===== config.mk =====
export PLATFORM = sky130hd
export DESIGN_NAME = pes_mul
export DESIGN_NICKNAME = d
export VERILOG_FILES = /design/src/sv/pes_pkg.sv /design/src/sv/pes_mul.sv
export SDC_FILE = /design/constraint.sdc
export NUM_CORES = 2
export LEC_CHECK = 0
export BUFFER_PORTS_ARGS = -buffer_cell sky130_fd_sc_hd__buf_4
export CAP_MARGIN = 10
export CORE_MARGIN = 10
export CORE_UTILIZATION = 58
export CTS_CLUSTER_SIZE = 24
export DETAILED_ROUTE_END_ITERATION = 10
export GPL_TIMING_DRIVEN = 0
export HOLD_SLACK_MARGIN = 0.15
export PLACE_DENSITY = 0.75
export SYNTH_ARGS = -nofsm -noshare
export SYNTH_HDL_FRONTEND = slang
export SYNTH_SLANG_ARGS = --single-unit

===== constraint.sdc =====
create_clock -name i_clk -period 26.5 [get_ports i_clk]
set_input_delay 3.975 -clock i_clk [delete_from_list [all_inputs] [get_ports i_clk]]
set_output_delay 3.975 -clock i_clk [all_outputs]
set_load 0.02 [all_outputs]

===== src/sv/pes_pkg.sv =====
// shared types, constants and lookup functions for the pendulum euler step unit
// used by pes_mul, pes_cordic and pendulum_euler_step_unit; no dependencies
`timescale 1ns / 1ps

package pes_pkg;

    // fixed-point constants, angle in q3.28
    localparam logic signed [30:0] PI_Q        = 31'sd843314856;
    localparam logic signed [30:0] HALF_PI_Q   = 31'sd421657428;
    localparam logic        [37:0] TWO_PI_Q    = 38'd1686629712;
    localparam logic signed [33:0] CORDIC_GAIN = 34'sd652032874;

    // parameter defaults
    localparam int CORDIC_ITERATIONS_DEF = 24;
    localparam int PIXEL_BITS_DEF        = 16;

    // datapath widths
    localparam int MUL_W   = 34;          // signed multiplier operand width
    localparam int TRIG_W  = 34;          // cordic x, y, z width
    localparam int SAT_W   = 25;          // pixel saturation width, covers largest PIXEL_BITS
    localparam int CFG_IDX_W  = 3;
    localparam int CFG_DATA_W = 32;
    localparam logic [2:0] REDUCE_TOP = 3'd6;   // largest multiple 2pi * 2^6

    // configuration register indexes
    localparam logic [CFG_IDX_W-1:0] CFG_GAIN       = 3'd0;
    localparam logic [CFG_IDX_W-1:0] CFG_STEP       = 3'd1;
    localparam logic [CFG_IDX_W-1:0] CFG_INIT_ANGLE = 3'd2;
    localparam logic [CFG_IDX_W-1:0] CFG_INIT_RATE  = 3'd3;
    localparam logic [CFG_IDX_W-1:0] CFG_ARM        = 3'd4;
    localparam logic [CFG_IDX_W-1:0] CFG_PIVOT_X    = 3'd5;
    localparam logic [CFG_IDX_W-1:0] CFG_PIVOT_Y    = 3'd6;

    // configuration reset values
    localparam logic        [30:0] GAIN_RST       = 31'd6422528;
    localparam logic        [31:0] STEP_RST       = 32'd429497;
    localparam logic signed [30:0] INIT_ANGLE_RST = 31'sd168662971;
    localparam logic signed [31:0] INIT_RATE_RST  = 32'sd0;
    localparam logic        [15:0] ARM_RST        = 16'd6047;
    localparam logic signed [15:0] PIVOT_X_RST    = 16'sd400;
    localparam logic signed [15:0] PIVOT_Y_RST    = 16'sd0;

    typedef enum logic [3:0] {
        ST_IDLE,
        ST_OLD_GO,
        ST_OLD_WAIT,
        ST_MUL_K,
        ST_MUL_LO,
        ST_MUL_HI,
        ST_RATE,
        ST_ANGLE,
        ST_REDUCE,
        ST_FIX,
        ST_NEW_GO,
        ST_NEW_WAIT,
        ST_MUL_Y,
        ST_BOB_Y,
        ST_EMIT
    } t_state;

    typedef struct packed {
        logic                     done;
        logic signed [TRIG_W-1:0] sin_v;
        logic signed [TRIG_W-1:0] cos_v;
    } t_trig;

    // arctan(2^-i) in q2.30
    function automatic logic [TRIG_W-1:0] atan_q(input logic [4:0] idx);
        logic [TRIG_W-1:0] v;
        case (idx)
            5'd0:  v = 34'd843314857;
            5'd1:  v = 34'd497837829;
            5'd2:  v = 34'd263043837;
            5'd3:  v = 34'd133525159;
            5'd4:  v = 34'd67021687;
            5'd5:  v = 34'd33543516;
            5'd6:  v = 34'd16775851;
            5'd7:  v = 34'd8388437;
            5'd8:  v = 34'd4194283;
            5'd9:  v = 34'd2097149;
            5'd30: v = 34'd1;
            5'd31: v = 34'd0;
            default: v = 34'd1 << (5'd30 - idx);
        endcase
        return v;
    endfunction

    function automatic logic [37:0] two_pi_shl(input logic [2:0] j);
        return TWO_PI_Q << j;
    endfunction

endpackage


===== src/sv/pes_mul.sv =====
// shared signed multiplier with a registered product
// depends on pes_pkg for the operand width
`timescale 1ns / 1ps

module pes_mul
    import pes_pkg::*;
(
    input  logic                        i_clk,
    input  logic signed [MUL_W-1:0]     i_a,
    input  logic signed [MUL_W-1:0]     i_b,
    output logic signed [2*MUL_W-1:0]   o_p
);

    logic signed [2*MUL_W-1:0] r_p;

    always_ff @(posedge i_clk) begin
        r_p <= i_a * i_b;
    end

    assign o_p = r_p;

endmodule


## Word level (Yosys, flattened, before mapping)

Index checks and enable logic that the tools add are counted.

- Flip-flop bits (word level): 68
- Input bits: 69
- Output and inout port bits: 68
- Logic and storage cells: 2

- Multiply operators: 1

Operators with widths:

| cell | count |
|---|---|
| $mul 34x34->68 | 1 |

## Logic depth before layout (Yosys ltp)

- Word-level depth: 1
- Gate-level depth with buffers: 31
- Depth with buffers taken out: 29

## Worst setup path before layout

No wires, ideal clock.

- Path type: input to register
- Start: input port i_a[33]
- End: register r_p[65] (netlist: o_p[65])
- Library setup time: 0.072 ns
- Data arrival time: 11.393 ns
- Data required time: 26.428 ns
- Slack: 15.035 ns
- Stages: 24
- Buffers on the path: 2
- Cells stage by stage: clkbuf_1 > nand2_1 > inv_1 > fa_1 > fa_1 > fa_1 > fa_1 > inv_1 > fa_1 > fa_1 > fa_1 > fa_1 > inv_1 > ha_1 > clkdlybuf4s50_2 > nand3_1 > or2_2 > nor2_1 > a221oi_1 > o21ai_0 > a31oi_2 > nor2_2 > o41ai_2 > xnor2_1

- Longest elaborated chain between the ends: 1

Ends and longest elaborated chain:

| element | line | text |
|---|---|---|
| start, declared | pes_mul.sv:9 | `input logic signed [MUL_W-1:0] i_a,` |
| $mul 34x34->68 | pes_mul.sv:17 | `r_p <= i_a * i_b;` |
| end signal, assigned | pes_mul.sv:17 |  |
| end, declared | pes_mul.sv:14 | `logic signed [2*MUL_W-1:0] r_p;` |

No other way between the ends.

## Final worst setup path

- Start: input port i_a[33]
- End: register r_p[67] (netlist: o_p[67])

Same word-level chain as after synthesis.

==> impl_metrics.csv <==
group,metric,value,unit
status,status,"completed",
min_path,min_path_cells,2,
clock_tree,clk_pin_slew,0.09,ns
yosys,synth-main-ff-cell,"dfxtp_1",
route,avgViaCountPerCell,5.787,
placement,globalplace.congestion,1.087,
min_path,hold_class,"input port to flop",
floorplan,start_util,58.78,%
finish,final_common_cell,"fa_1",
global_route,antenna_found_initial,32,
yosys,avgSynthCellArea,9.448,um^2
global_route,grt_first_pass_wirelength,236600,um
yosys,synth_top_area_share,57.74,%
finish,instances_no_fill,5680,
timing,final_hold_viol_count,0,
floorplan,std_cell_rows,99,
floorplan,die_w,292.4,um
timing,fmax,0.07348,GHz
global_route,grt_use_total,38.82,%
timing,worstMarginPinSlew,1.379,ns
clock_tree,cts_setup_buffers,0,
critical_path,arrival,13.91,ns
route,drc_errors,0,
floorplan,core_area,73210,um^2
route,wl_per_cell,28.41,um
global_route,use_met2,57.47,%
timing,hold_slack,3.899,ns
yosys,yosysWarnings,0,
route,vias,32870,
finish,drive_above_1_share,4.227,%
timing,period_needed,13.61,ns
route,dr.first_iter.drc_count,3070,
min_path,whs_endpoint,"o_p[0]$_DFF_P_",
yosys,yosysTopAreaCell,"fa_1",
clock_tree,htree_levels,3,
route,drt_wl_total,161300,um
timing,slew_headroom,8.066,%
yosys,synth_area_leaders,"fa_1 (58%), inv_1 (11%), and2_1 (9.0%)",
global_route,first_global_vias,35758,
finish,layout_common_cells,"fa_1 (1241), inv_1 (1231), and2_1 (621)",
floorplan,ios,137,
route,postRouteAntennaNets,0,
timing,final_max_slew_viol_count,0,
finish,fill_cells,6270,
global_route,grt-ovfl-total,0,
placement,placement.io_buffers,130,
critical_path,cp-end-kind,"flop",
timing,setup_viol,0,
critical_path,slowest_delay,1.36,ns
job,drv_cap,0,
critical_path,cpMostUsedCell,"fa_1",
yosys,synth-seq-area-share,3.164,%
global_route,grt_use_met1,48.01,%
clock_tree,cts_tree,"done",
yosys,ys_ff_latch,68,
clock_tree,numCtsBuffers,9,
critical_path,critPathKind,"input port to flop",
timing,post-route-period-util,51.35,%
finish,largest_reg_flops,68,
route,dr.pass1.iters,6,
yosys,synthArstFlopShare,0,%
finish,nNetsFinal,6217,
floorplan,die_y,292.4,um
global_route,grt_max_degree,18,
critical_path,path_max_fanout,17,
critical_path,required,26.81,ns
yosys,synth-edff-count,0,
yosys,synth_area,43030,um^2
placement,dp_hpwl,133600,um
critical_path,critPathLaunchType,"input port",
clock_tree,postCtsHoldBufs,0,
finish,area_growth,6.258,%
clock_tree,cts-resized-gates,0,
yosys,syn_nets,6068,
critical_path,slowest_stage,"fa_1",
clock_tree,root_buffer,"clkbuf_16",
yosys,yosysUniqueCellTypes,69,
clock_tree,cts.sinks,68,
placement,place_inst,5645,
yosys,syn_inst,4554,
timing,fin_setup_tns,0,ns
floorplan,dieArea,85480,um^2
global_route,grt.busiest_layer,"met2",
global_route,grt_util_met3,13.16,%
timing,rsz0062_at_grt,"no",
min_path,hp-start,"i_a[0]",
clock_tree,clockBufferDepth,2,
## worst max path at each step
| stage | from | to | cells past startpoint |
|---|---|---|---|
| finish | i_a[33] | o_p[67]$_DFF_P_ | 27 |
| global route | i_a[33] | o_p[67]$_DFF_P_ | 27 |
| CTS | i_a[33] | o_p[67]$_DFF_P_ | 27 |
| detailed placement | i_a[33] | o_p[67]$_DFF_P_ | 27 |
| global placement | i_a[33] | o_p[67]$_DFF_P_ | 24 |
| floorplan | i_a[33] | o_p[65]$_DFF_P_ | 24 |
## cell type report
class	count	area, um^2	area share (%)
sequential	68	1361	2.977
tap	959	1200	2.624
multi-input combinational	3026	36140	79.05
clock buffer	11	252.7	0.5528
timing repair buffer	138	1146	2.507
clock inverter	5	58.81	0.1286
buffer	228	900.9	1.970
inverter	1232	4624	10.11
antenna	13	32.53	0.07115
## routing by layer
| layer | routed length, um | vias up | share of wire (%) |
|---|---|---|---|
| li1 | - | 13124 | - |
| met4 | 13350 | 20 | 8.3 |
| met3 | 20560 | 617 | 13 |
| met1 | 57580 | 16922 | 36 |
| met5 | 138 | - | 0.086 |
| met2 | 69720 | 2187 | 43 |
## cell families after synthesis
logic type	count (synthesis)	share of synthesized area (%)
XOR/XNOR	79	1.608
AO/OA/AOI/OAI	206	3.347
flip-flops	68	3.164
buffers and inverters	1460	12.84
AND/OR/NAND/NOR	1296	15.37
adder cells (fa/ha/maj)	1445	63.67
## critical path, delay by kind of cell
family | cells | cell delay (ns)
buffers and inverters | 8 | 2.65
and+or+nand+nor | 4 | 0.97
xor gates and xnor gates | 1 | 0.14
adders and majority gates | 9 | 5.12
AOI/OAI and AO/OA | 5 | 1.00
## metrics by stage
step	utilization (%)	instance area [um^2]	setup slack, ns
after global placement	61.75	45200	12.84
final	62.45	45720	12.89
after global routing	62.41	45690	12.50
after detailed placement	61.81	45250	12.74
after CTS	62.23	45560	13.17
after floorplan	-	43030	15.03
## Yosys cell counts (5+ instances only)
cell / count
a21oi_1: 61
xor2_1: 23
fa_1: 1241
nand2_1: 542
a31oi_1: 7
nor3_1: 5
nand4_1: 11
o21bai_1: 12
a21o_1: 37
nand3_1: 11
ha_1: 204
and3_1: 5
and2_1: 621
nand2b_1: 20
dfxtp_1: 68
inv_1: 1231
clkbuf_1: 214
o21ai_1: 7
o21ai_0: 31
xnor2_1: 56
a211oi_1: 6
nor2_1: 54
nor2b_1: 9
Power is left out: the tool's default activity adds up to more than one toggle a clock period on the data nets, which glitch-free logic cannot reach.
