## config.mk

```make
export PLATFORM = sky130hd
export DESIGN_NAME = pes_cordic
export DESIGN_NICKNAME = d
export VERILOG_FILES = /design/src/sv/pes_pkg.sv /design/src/sv/pes_cordic.sv
export SDC_FILE = /design/constraint.sdc
export NUM_CORES = 1
export LEC_CHECK = 0
export BUFFER_PORTS_ARGS = -buffer_cell sky130_fd_sc_hd__buf_2
export CAP_MARGIN = 20
export CORE_AREA = 5 5 229 231
export CTS_CLUSTER_SIZE = 12
export DETAILED_ROUTE_END_ITERATION = 16
export DIE_AREA = 0 0 234 236
export PLACE_DENSITY = 0.64
export SYNTH_ARGS = -nofsm -noshare
export SYNTH_HDL_FRONTEND = slang
export SYNTH_SLANG_ARGS = --single-unit
export TNS_END_PERCENT = 20
```

## constraint.sdc

```tcl
create_clock -name i_clk -period 7.7 [get_ports i_clk]
set_clock_uncertainty 0.1 [all_clocks]
set_input_delay 1.54 -clock i_clk [delete_from_list [all_inputs] [get_ports i_clk]]
set_output_delay 1.54 -clock i_clk [all_outputs]
set_load 0.005 [all_outputs]
```

## src/sv/pes_pkg.sv

```systemverilog
// shared types, constants and lookup functions for the pendulum euler step unit
// used by pes_mul, pes_cordic and pendulum_euler_step_unit; no dependencies
`timescale 1ns / 1ps

package pes_pkg;

    // fixed-point constants, angle in q3.28
    localparam logic signed [30:0] PI_Q        = 31'sd843314856;
    localparam logic signed [30:0] HALF_PI_Q   = 31'sd421657428;
    localparam logic        [37:0] TWO_PI_Q    = 38'd1686629712;
    localparam logic signed [33:0] CORDIC_GAIN = 34'sd652032874;

    // parameter defaults
    localparam int CORDIC_ITERATIONS_DEF = 24;
    localparam int PIXEL_BITS_DEF        = 16;

    // datapath widths
    localparam int MUL_W   = 34;          // signed multiplier operand width
    localparam int TRIG_W  = 34;          // cordic x, y, z width
    localparam int SAT_W   = 25;          // pixel saturation width, covers largest PIXEL_BITS
    localparam int CFG_IDX_W  = 3;
    localparam int CFG_DATA_W = 32;
    localparam logic [2:0] REDUCE_TOP = 3'd6;   // largest multiple 2pi * 2^6

    // configuration register indexes
    localparam logic [CFG_IDX_W-1:0] CFG_GAIN       = 3'd0;
    localparam logic [CFG_IDX_W-1:0] CFG_STEP       = 3'd1;
    localparam logic [CFG_IDX_W-1:0] CFG_INIT_ANGLE = 3'd2;
    localparam logic [CFG_IDX_W-1:0] CFG_INIT_RATE  = 3'd3;
    localparam logic [CFG_IDX_W-1:0] CFG_ARM        = 3'd4;
    localparam logic [CFG_IDX_W-1:0] CFG_PIVOT_X    = 3'd5;
    localparam logic [CFG_IDX_W-1:0] CFG_PIVOT_Y    = 3'd6;

    // configuration reset values
    localparam logic        [30:0] GAIN_RST       = 31'd6422528;
    localparam logic        [31:0] STEP_RST       = 32'd429497;
    localparam logic signed [30:0] INIT_ANGLE_RST = 31'sd168662971;
    localparam logic signed [31:0] INIT_RATE_RST  = 32'sd0;
    localparam logic        [15:0] ARM_RST        = 16'd6047;
    localparam logic signed [15:0] PIVOT_X_RST    = 16'sd400;
    localparam logic signed [15:0] PIVOT_Y_RST    = 16'sd0;

    typedef enum logic [3:0] {
        ST_IDLE,
        ST_OLD_GO,
        ST_OLD_WAIT,
        ST_MUL_K,
        ST_MUL_LO,
        ST_MUL_HI,
        ST_RATE,
        ST_ANGLE,
        ST_REDUCE,
        ST_FIX,
        ST_NEW_GO,
        ST_NEW_WAIT,
        ST_MUL_Y,
        ST_BOB_Y,
        ST_EMIT
    } t_state;

    typedef struct packed {
        logic                     done;
        logic signed [TRIG_W-1:0] sin_v;
        logic signed [TRIG_W-1:0] cos_v;
    } t_trig;

    // arctan(2^-i) in q2.30
    function automatic logic [TRIG_W-1:0] atan_q(input logic [4:0] idx);
        logic [TRIG_W-1:0] v;
        case (idx)
            5'd0:  v = 34'd843314857;
            5'd1:  v = 34'd497837829;
            5'd2:  v = 34'd263043837;
            5'd3:  v = 34'd133525159;
            5'd4:  v = 34'd67021687;
            5'd5:  v = 34'd33543516;
            5'd6:  v = 34'd16775851;
            5'd7:  v = 34'd8388437;
            5'd8:  v = 34'd4194283;
            5'd9:  v = 34'd2097149;
            5'd30: v = 34'd1;
            5'd31: v = 34'd0;
            default: v = 34'd1 << (5'd30 - idx);
        endcase
        return v;
    endfunction

    function automatic logic [37:0] two_pi_shl(input logic [2:0] j);
        return TWO_PI_Q << j;
    endfunction

endpackage

```

## src/sv/pes_cordic.sv

```systemverilog
// iterative cordic rotation, one micro-rotation per cycle, sine and cosine in q2.30
// depends on pes_pkg for widths, gain, arctan table and the result struct
`timescale 1ns / 1ps

module pes_cordic
    import pes_pkg::*;
#(
    parameter int ITERATIONS = CORDIC_ITERATIONS_DEF
) (
    input  logic               i_clk,
    input  logic               i_rst_n,
    input  logic               i_start,
    input  logic signed [30:0] i_angle,
    output t_trig              o_trig
);

    localparam logic [4:0] LAST = 5'(ITERATIONS - 1);

    logic                     r_run, n_run;
    logic                     r_done, n_done;
    logic                     r_neg, n_neg;
    logic [4:0]               r_i, n_i;
    logic signed [TRIG_W-1:0] r_x, n_x;
    logic signed [TRIG_W-1:0] r_y, n_y;
    logic signed [TRIG_W-1:0] r_z, n_z;
    logic signed [31:0]       a_adj;
    logic signed [TRIG_W-1:0] dx, dy;

    always_comb begin
        n_run  = r_run;
        n_done = 1'b0;
        n_neg  = r_neg;
        n_i    = r_i;
        n_x    = r_x;
        n_y    = r_y;
        n_z    = r_z;
        a_adj  = 32'(i_angle);
        dx     = r_y >>> r_i;
        dy     = r_x >>> r_i;
        if (i_start) begin
            // fold into the right half plane, negate both results at the end
            n_neg = 1'b0;
            if (i_angle > HALF_PI_Q) begin
                a_adj = 32'(i_angle) - 32'(PI_Q);
                n_neg = 1'b1;
            end else if (i_angle < -HALF_PI_Q) begin
                a_adj = 32'(i_angle) + 32'(PI_Q);
                n_neg = 1'b1;
            end
            n_x   = CORDIC_GAIN;
            n_y   = '0;
            n_z   = {a_adj, 2'b00};
            n_i   = '0;
            n_run = 1'b1;
        end else if (r_run) begin
            if (!r_z[TRIG_W-1]) begin
                n_x = r_x - dx;
                n_y = r_y + dy;
                n_z = r_z - $signed(atan_q(r_i));
            end else begin
                n_x = r_x + dx;
                n_y = r_y - dy;
                n_z = r_z + $signed(atan_q(r_i));
            end
            n_i = r_i + 5'd1;
            if (r_i == LAST) begin
                n_run  = 1'b0;
                n_done = 1'b1;
            end
        end
    end

    always_ff @(posedge i_clk) begin
        if (!i_rst_n) begin
            r_run  <= 1'b0;
            r_done <= 1'b0;
        end else begin
            r_run  <= n_run;
            r_done <= n_done;
        end
        r_neg <= n_neg;
        r_i   <= n_i;
        r_x   <= n_x;
        r_y   <= n_y;
        r_z   <= n_z;
    end

    assign o_trig.done  = r_done;
    assign o_trig.sin_v = r_neg ? -r_y : r_y;
    assign o_trig.cos_v = r_neg ? -r_x : r_x;

endmodule

```

# [After elaboration in Yosys (flattened, before gate mapping)]
# Cells that the tools add are included.
[word_totals] regBits=110 input_bits=34 out_inout_bits=69 word_cells=63
[classes] addsub=12 magnitude_cmp=2 eq_ne=12 shifts=3 mux=21 n_bitwise=2 reduce_logical=3
[ops] op="$mux 34" count=13
[ops] op="$pmux 34 s12" count=1
[ops] op="$add 34x34->34" count=3
[ops] op="$sub 34x34->34" count=3
[ops] op="$neg 34->34" count=2
[ops] op="$sshr 34x5->34" count=2
[ops] op="$mux 32" count=2
[ops] op="$shl 1x5->34 const A" count=1
[ops] op="$add 31x31->32 const B" count=1
[ops] op="$sub 31x31->32 const B" count=1
[ops] op="$gt 31x30->1 const B" count=1
[ops] op="$lt 31x30->1 const B" count=1
[ops] op="$eq 5x3->1 const B" count=4
[ops] op="$eq 5x5->1 const B" count=3
[ops] op="$eq 5x2->1 const B" count=2
[ops] op="$eq 5x4->1 const B" count=2
[ops] op="$add 5x1->5 const B" count=1
[ops] op="$eq 5x1->1 const B" count=1
[ops] op="$logic_not 5->1" count=1
[ops] op="$mux 1" count=5
[ops] op="$sub 5x5->5 const A" count=1
[ops] op="$reduce_or 3->1" count=1
[ops] op="$not 1->1" count=2
[ops] op="$reduce_bool 2->1" count=1

# [Longest topological paths before layout]
# Gate-level depths: netlist of the first run.
[depth] word_depth=10 ltp_mapped=33 ltp_nobuf=27

# [Least setup slack after synthesis of the first run]
# OpenSTA, ideal clock, no wires.
[synth_timing] kind="register to register" from="reg r_i[0]" to="reg r_z[32] (data pin)" setup_ns=0.268 t_arrival_ns=6.453 required_ns=7.332 path_slack_ns=0.879 path_stages_with_launch=33 path_buffers=5 synth_period_minus_slack_ns=6.821 cell_sequence="dfxtp_1 -> buf_6 -> buf_12 -> inv_4 -> buf_2 -> buf_2 -> ha_1 -> nor2b_1 -> a2bb2oi_1 -> o211ai_1 -> buf_2 -> nor2_1 -> a21oi_1 -> ha_1 -> o21ai_0 -> a311oi_1 -> o21ai_0 -> nor3_1 -> o31a_2 -> a21oi_1 -> xor2_1 -> ha_1 -> a21o_1 -> a21o_1 -> a21o_1 -> a21o_1 -> a21oi_1 -> nor2_1 -> o31a_1 -> o41a_1 -> a221o_1 -> a22oi_1 -> o211ai_1"
[synth_via] elab_chain_len=10 elab_cells_between_ends=26 cone_classes="add/sub: 3; eq/ne: 11; shift: 1; mux: 10; reduce/logical: 1"
[synth_rtl] element="from (decl)" line_no="pes_cordic.sv:22" source="logic [4:0] r_i, n_i;"
[synth_rtl] element="from (signal assigned)" line_no="pes_cordic.sv:82" source="r_i <= n_i;"
[synth_rtl] element="$sub 5x5->5" line_no="pes_pkg.sv:83" source="default: v = 34'd1 << (5'd30 - idx);"
[synth_rtl] element="$shl 1x5->34" line_no="pes_pkg.sv:83"
[synth_rtl] element="$pmux 34 s12 *" line_no="pes_pkg.sv:70" source="case (idx)"
[synth_rtl] element="$mux 34" line_no="pes_cordic.sv:56" source="if (!r_z[TRIG_W-1]) begin"
[synth_rtl] element="$mux 34" line_no="pes_cordic.sv:55" source="end else if (r_run) begin"
[synth_rtl] element="$mux 34" line_no="pes_cordic.sv:40" source="if (i_start) begin"
[synth_rtl] element="$sub 34x34->34 / $add 34x34->34 (equally long branches)" line_no="pes_cordic.sv:59, pes_cordic.sv:63"
[synth_rtl] element="$mux 34 *" line_no="pes_cordic.sv:56"
[synth_rtl] element="$mux 34 *" line_no="pes_cordic.sv:55"
[synth_rtl] element="$mux 34 *" line_no="pes_cordic.sv:40"
[synth_rtl] element="named net n_z[32]" line_no="pes_cordic.sv:25" source="logic signed [TRIG_W-1:0] r_z, n_z;"
[synth_rtl] element="to (signal assigned)" line_no="pes_cordic.sv:85" source="r_z <= n_z;"
[synth_rtl] element="to (decl)" line_no="pes_cordic.sv:25"
# The timed path passes the listed nets; every way through them passes the cells marked *. The select of a mux whose other input is x is not followed.
# A chain may end at the register's enable or synchronous reset.

# [Final worst setup path of the first run]
[layout_timing] from="reg r_i[1]" to="reg r_z[32] (data pin)"
# Same word-level chain as after synthesis.

==> results.txt, run 1 <==
- In the finished design, the share of the clock period the worst path needs comes to 90.92%.
* Power density over the cells: 397.7 nW/µm²
- Summed over all nets, the half-perimeter wirelength after detailed placement is 53.94 mm.
- Summing all placed instances gives a cell area of 20450 µm².
- Maximum level of the CTS H-tree: 3
- Met2 GRT Util: 42.05%
* Leading cell type in the layout, fill and taps excluded: sky130_fd_sc_hd__nand2_1
- Maximum count of clock buffers along a single path: 2
- Post CTS Setup Buffer Count: 0
- After global routing the overflow that remains totals 0.
- Sequential cells account for 15.9% of the total power.
- Critical path's slowest cell: sky130_fd_sc_hd__ha_1
- For met3 alone, demand over resource in global routing was 3.151%.
- Worst setup slack for register-to-register paths: 700 ps
- Internal cell power: 3.930 mW
* Post-place setup slack: 878.5 ps
- Post-synth net total: 2642
* Most used cells in the layout excluding fill and tap cells: sky130_fd_sc_hd__nand2_1, sky130_fd_sc_hd__nor2_1, sky130_fd_sc_hd__a21oi_1
- For this run, the detailed router's first-pass iteration total came to 7.
- Total of buffers placed on input and output ports: 102
- Setup violations remaining at the end of the flow were counted as 0.
- Row count: 82
- Clk Latency, worst-skew pair: 410 ps
* WP buf/inv: 2
- In this run the worst hold path is classified as flop to flop.
- Summed over all cells, the static leakage comes to 8.198 nW.
- Total clock sinks: 110
- The count of pins over their slew limit is 0.
- Vias in the first global route: 18599
* Overall power after layout: 8.259 mW
- Net load switching power: 4.329 mW
- Cells after Synth: 2491
- The hold violation count in the final report is 0.
- The number of antenna violations at the first check in global routing is 1.
- In the synthesized netlist the dominant register cell turns out to be sky130_fd_sc_hd__dfxtp_1.
- The finished layout holds 3123 standard cells, fillers aside.
- Nets: 2597
- Largest net degree at the start of global routing: 69
- Post-Route Utilization: 41.64%
* Hold path start: r_z[0]
- For this run, asynchronously set or reset flops after synthesis account for 0%.
* Fraction of power consumed by combinational cells: 77.7%
- # diodes: 0
- Post-layout instance area: 20760 µm²
- The clock network is responsible for 6.4% of the overall power.
* Clk pin slew, worst setup/hold paths: 80 ps
- The largest single stage delay on the critical path is 530 ps.
- Origin of the worst setup path: r_i[1]
* Clk Tree Root Cell: sky130_fd_sc_hd__clkbuf_16
- Share of layout cells above drive strength 1: 14.32%
* Startpoint of the worst register-to-register path: r_i[1]
* Most congested layer reported by global routing: met2
- Number of flops mapped to enable cells by yosys: 33
- Cell total after placement: 3107
- # hold bufs at CTS: 0
- Data required time at the worst endpoint: 7740 ps
- Count of cell instances traversed by the critical path: 27
- Placer congestion estimate: 0.9445
* Wire length per cell after detailed routing: 22.60 µm
* Setup crit start kind: flop
* Cell Area, Synth: 19730 µm²
- After floorplanning, the core was sized to cover 49860 µm².
- Run status: finished, final reports clean
* Setup repair after global routing missed its margin: no
* Mean instance size in the synthesized netlist: 7.922 µm²
* Crit Path Max Fanout: 14
- Wires add up to 70.59 mm.
* Number of different library cells in the post-synthesis netlist: 106
- FMAX: 0.1428 GHz
- Met1 track demand over resource in global routing: 31.42%
* Number of DRC markers in iteration 0: 1765
* Remaining max-slew budget at the tightest pin: 36.79%
- Num CTS Buffers: 9
- Gates resized during post-CTS repair numbered 0.
* Actual slew at the worst max-slew pin: 944.7 ps
* Critical Path Most Common Cell: sky130_fd_sc_hd__nor2_1
- The tool flagged a number of max-cap violations equal to 0.
* Arr. time, crit path: 7040 ps
- Detailed-route vias per instance: 6.306
- The cell family contributing the most delay on the critical path is compound AO/OA/AOI/OAI gates.
- The most critical setup path has its endpoint at r_z[32].
- Maximum vdd ir drop: 204.3 µV
* Overall die area: 55220 µm²
- Horizontal die dimension: 234 µm
- Hold is met by 433.9 ps.
- Of the synthesized area, sequential elements account for 12.83%.
- Pin placement for this block handled 103 I/O pins.
- Number of cells traversed by the worst register-to-register path: 27
- STA classifies the critical path endpoint as a flop.
- Worst r2r dst: r_z[32]
- Setup slack on the critical path of the routed design comes to 699.3 ps.
* TNS Setup: 0 ps
- Global Route Usage Sum: 24.62%
* Number of fill cells: 5133
- During synthesis, Yosys emitted a total of 0 warnings.
* Wire length of the first global-routing pass: 108.9 mm
* Residual antenna-violating net count after detailed routing: 0
- Switch share: 52.42%
- By startpoint and endpoint, the worst setup path is classified as flop to flop.
* Clock period minus final worst setup slack: 7001 ps
- TritonCTS built the clock tree.
- The die is 236 µm tall.
- Vias: 19695
- Initial core utilization: 39.58%
- Count of unresolved DRC violations after routing: 0
- Number of synthesized register bits: 110
- From synthesis to final layout, the design area changed by 5.224%.
==> registers in the layout (all words and copies together) (netlist names) <==
name	count
r_x	34
r_y	34
r_z	34
r_i	5
r_done	1
r_neg	1
r_run	1
==> layer usage <==
metal  wire length, µm  up-vias
met1             29650     9560
met4              2936        2
met2             34290      758
li1                  -     9221
met5                 5        -
met3              3702      154
==> cell usage after synthesis, drive strengths merged (12+ instances only) <==
cell type  number  area [µm²]
nand2         212       798.3
nor2          211       792.0
a21oi         185       925.9
xnor2         180        1577
o21ai         136       680.7
clkbuf        123       465.5
ha            114        1426
mux4           89        2031
xor2           87       762.0
buf            86       575.6
dfxtp          77        1541
mux2i          75       750.7
a21o           61       457.9
inv            57       216.5
a31oi          53       331.6
nand3          46       235.2
o22ai          43       269.0
mux2           40       457.9
nor3           40       210.2
nand2b         35       219.0
o31ai          35       262.8
and3           34       219.0
edfxtp         33       991.0
a211oi         31       237.7
o21a           31       232.7
o211ai         28       220.2
nor2b          27       168.9
and2           23       143.9
or3            21       131.4
or2            20       125.1
o21bai         18       135.1
a221oi         17       155.1
a22oi          15       112.6
nand4          13       87.58
nor4           12       87.58
==> area by class of cell <==
cell class                 instances  area (µm²)  share of cell area (%)
multi-input combinational       2114       15940                   76.78
sequential                       110        2547                   12.27
timing repair buffer             153       897.1                   4.320
tap                              672       840.8                   4.049
clock buffer                      10       250.2                   1.205
inverter                          58       220.2                   1.060
clock inverter                     6       66.31                  0.3194
==> worst min path at each step <==
stage,end,slack [ps],depth (start not counted)
global route,r_z[0],490,2
CTS,r_z[0],440,2
detailed placement,r_z[0],410,2
global placement,r_z[0],390,2
finish,r_z[0],430,2
floorplan,r_z[0],370,2
==> power by group through the flow <==
stage | Clock, mW | Sequential (mW) | Combinational (mW)
5_1_grt | 0.569 | 1.34 | 7.05
4_1_cts | 0.549 | 1.29 | 6.37
3_3_place_gp | 0 | 1.30 | 6.26
3_5_place_dp | 0 | 1.31 | 6.32
2_1_floorplan | 0 | 0.895 | 5.17
6_report | 0.529 | 1.31 | 6.42
==> worst reg2reg max path: stages (launching register included) <==
cell and delay, ps:
sky130_fd_sc_hd__dfxtp_4 370, sky130_fd_sc_hd__inv_1 210, sky130_fd_sc_hd__ha_1 530, sky130_fd_sc_hd__nor2_1 110
sky130_fd_sc_hd__a2bb2oi_1 170, sky130_fd_sc_hd__buf_4 200, sky130_fd_sc_hd__o211ai_1 210, sky130_fd_sc_hd__nor2_1 120
sky130_fd_sc_hd__a21oi_1 220, sky130_fd_sc_hd__ha_1 200, sky130_fd_sc_hd__o21ai_0 90, sky130_fd_sc_hd__a311oi_1 480
sky130_fd_sc_hd__o21ai_0 240, sky130_fd_sc_hd__nor3_1 300, sky130_fd_sc_hd__o31a_2 300, sky130_fd_sc_hd__nor2_1 70
sky130_fd_sc_hd__xnor2_1 160, sky130_fd_sc_hd__ha_1 330, sky130_fd_sc_hd__nand4_1 190, sky130_fd_sc_hd__nor2_1 60
sky130_fd_sc_hd__and3_1 190, sky130_fd_sc_hd__o2111ai_1 330, sky130_fd_sc_hd__a21oi_1 170, sky130_fd_sc_hd__o31a_1 340
sky130_fd_sc_hd__o41a_1 430, sky130_fd_sc_hd__a221o_1 390, sky130_fd_sc_hd__a22oi_1 140, sky130_fd_sc_hd__o211ai_1 110
==> cells by family after synthesis <==
| group | count (synthesis) | share of synthesized area (%) |
|---|---|---|
| AOI/OAI and AO/OA | 786 | 26.49 |
| and+or+nand+nor | 740 | 18.49 |
| xor gates and xnor gates | 267 | 11.85 |
| buffers and inverters | 267 | 6.391 |
| muxes | 204 | 16.42 |
| adders and majority gates | 117 | 7.532 |
| DFF | 110 | 12.83 |
(Power assumes the default switching activity.)
==> run 2, diff against run 1 <==
clock period = 7.8 ns   (was 7.7 ns; I/O delays follow)
==> results.txt, run 2 (synthesis results as in run 1) <==
- The initial standard-cell utilization of the core came to 39.58% (unchanged).
- Clock period minus final worst setup slack: 7061 ps (+60.24 ps)
- Clk pin slew, worst setup/hold paths: 70 ps (about the same)
- Static leakage: 8.145 nW (-0.64%)
* Number of cells traversed by the worst register-to-register path: 27 (unchanged)
* Critical path's slowest cell: sky130_fd_sc_hd__a2bb2oi_1
- The share of final-layout standard cells stronger than drive strength 1 is 14.00% (-0.32 points).
* Global Route Usage Sum: 24.20% (-0.42 points)
- Fraction of power consumed by combinational cells: 78.4% (+0.7 points)
* Setup crit start kind: flop
* Count of instances resized after the clock tree is built: 0 (unchanged)
* Horizontal die dimension: 234 µm (unchanged)
- Final Max Tran Viols: 0 (unchanged)
- The overall overflow remaining after global route is 0 (unchanged).
* Hold Violations, Final: 0 (unchanged)
- Remaining max-slew budget at the tightest pin: 14.35% (-22 points)
- Boundary Pins: 103 (unchanged)
- Count of unresolved DRC violations after routing: 0 (unchanged)
* DIE HEIGHT: 236 µm (unchanged)
- Setup repair after global routing left no endpoint under its margin.
* Type of element capturing the critical path: flop
- The number of antenna violations at the first check in global routing was 0 (-1).
- The setup violation total in the final timing report was 0 (unchanged).
* Total wire length: 69.41 mm (-1.7%)
* Number of DRC markers in iteration 0: 2076 (+18%)
- The via count of the first global-routing pass came to 18566 (-0.18%).
- The internal power summed over all cells came to 3.841 mW (-2.3%).
- Leading cell type in the layout, fill and taps excluded: sky130_fd_sc_hd__nand2_1
- Arr. time, crit path: 7100 ps (+60 ps)
- Power density over the cells: 391.4 nW/µm² (-1.6%)
- The startpoint identified for the worst register-to-register timing path is r_i[1].
- TritonCTS built the clock tree.
* Placer congestion estimate: 0.9987 (+5.7%)
- Final setup margin: 739.1 ps (+39.76 ps)
* Count of cell instances traversed by the critical path: 27 (unchanged)
- Switch share: 52.53% (+0.11 points)
- The worst-margin pin slew came to 1282 ps (+337.2 ps).
* Largest registers in the final layout: r_x (34), r_y (34), r_z (34)
* Clk Latency, worst-skew pair: 400 ps (about the same)
- Crit Path Max Fanout: 14 (unchanged)
* Sequential share of power: 15.7% (-0.2 points)
- The number of buffers added for setup after CTS is 0 (unchanged).
- In this run the critical register-to-register path is captured at r_z[32].
- Net load switching power: 4.250 mW (-1.8%)
- The fmax came to 0.1416 GHz (-0.85%).
* Most used cells in the layout excluding fill and tap cells: sky130_fd_sc_hd__nand2_1, sky130_fd_sc_hd__nor2_1, sky130_fd_sc_hd__a21oi_1
- Reported max-cap violation count: 0 (unchanged)
* Floorplan core area: 49860 µm² (unchanged)
- Maximum vdd ir drop: 202.3 µV (-0.95%)
- The utilization after layout was 41.46% (-0.18 points).
* Wire length of the first global-routing pass: 107.2 mm (-1.5%)
* Num CTS Buffers: 9 (unchanged)
- The final clock period utilization by the worst path came to 90.52% (-0.39 points).
- The total via count in the routed design is 19629 (-0.34%).
- The TritonCTS sink count was 110 (unchanged).
- The half-perimeter wire length of the detailed placement result was 52.81 mm (-2.1%).
* Type of the worst min-delay path: flop to flop
- Clk Tree Root Cell: sky130_fd_sc_hd__clkbuf_16
* Data required time at the worst endpoint: 7840 ps (+100 ps)
- The final setup TNS is 0 ps (unchanged).
- The setup slack on the worst flop-to-flop path was 740 ps (+40 ps).
- Drt pass-1 iters: 8 (+1)
* # hold bufs at CTS: 0 (unchanged)
- Maximum single-stage delay on the critical path: 490 ps (-40 ps)
* Proportion of power drawn by the clock network: 5.8% (-0.6 points)
- Maximum count of clock buffers along a single path: 2 (unchanged)
* Fin Hold WS: 416.2 ps (-17.64 ps)
* Origin of the worst setup path: r_i[1]
* Overall die area: 55220 µm² (unchanged)
- The worst-case setup slack after placement is 884.5 ps (+6.000 ps).
- The final net count was 2590 (-0.27%).
* Type of the setup path with the least slack: flop to flop
- The number of standard-cell rows in the floorplan is 82 (unchanged).
* Detailed-route vias per instance: 6.299 (-0.11%)
* Family of cells with the greatest summed delay on the critical path: compound AO/OA/AOI/OAI gates
* Wire length per cell after detailed routing: 22.28 µm (-1.4%)
- The flow ran to the end, and the final reports show no timing, DRC or antenna violations.
- The deepest level of the CTS H-tree is 3 (unchanged).
* WP buf/inv: 3 (+1)
- The critical path ends at r_z[32].
- Residual antenna-violating net count after detailed routing: 0 (unchanged)
- Largest net degree at the start of global routing: 69 (unchanged)
- The port buffer count came to 102 (unchanged).
- Area growth syn-to-layout: 4.762%
-- run 2: area by class of cell --
class | count | area [µm²]
Fill cell | 5148 | 29190
Clock inverter | 3 | 18.77
Timing Repair Buffer | 146 | 844.6
Clock buffer | 12 | 256.5
Antenna cell | 1 | 2.502
Multi-Input combinational cell | 2114 | 15940
Tap cell | 672 | 840.8
Inverter | 58 | 220.2
Sequential cell | 110 | 2547
-- run 2: metrics by stage --
step | cells | area (µm²) | power [mW]
2_1_floorplan | 2491 | 19730 | 5.987
3_3_place_gp | 3099 | 20380 | 7.417
3_5_place_dp | 3099 | 20380 | 7.517
4_1_cts | 3114 | 20660 | 8.034
5_1_grt | 3115 | 20670 | 8.774
6_report | 3116 | 20670 | 8.091
-- run 2: worst min-delay path, cell delays in order, from the launching register on --
cell	delay (ps)
sky130_fd_sc_hd__dfxtp_1	340
sky130_fd_sc_hd__mux2i_1	70
sky130_fd_sc_hd__nor2_1	70
-- run 2: worst min-delay path by stage --
stage | endpoint | startpoint | slack [ps] | depth (start not counted)
2_1_floorplan | r_z[0] | r_z[0] | 370 | 2
3_3_place_gp | r_z[0] | r_z[0] | 400 | 2
3_5_place_dp | r_z[0] | r_z[0] | 410 | 2
4_1_cts | r_z[0] | r_z[0] | 430 | 2
5_1_grt | r_z[0] | r_z[0] | 480 | 2
6_report | r_z[0] | r_z[0] | 420 | 2
-- run 2: power by group through the flow --
stage	logic, mW	clock network, mW	registers (mW)
2_1_floorplan	5.10	0	0.884
3_3_place_gp	6.16	0	1.25
3_5_place_dp	6.25	0	1.27
4_1_cts	6.29	0.489	1.25
5_1_grt	6.97	0.506	1.30
6_report	6.35	0.472	1.27
-- run 2: per-layer routing --
metal	GRT usage [%]	part of all wire [%]	wire, µm	vias to the layer above
li1	-	-	-	9219
met1	31.05	42	28850	9472
met2	40.60	48	33000	783
met3	2.718	5.9	4070	155
met4	11.18	5.0	3496	0
met5	0	0	0	-
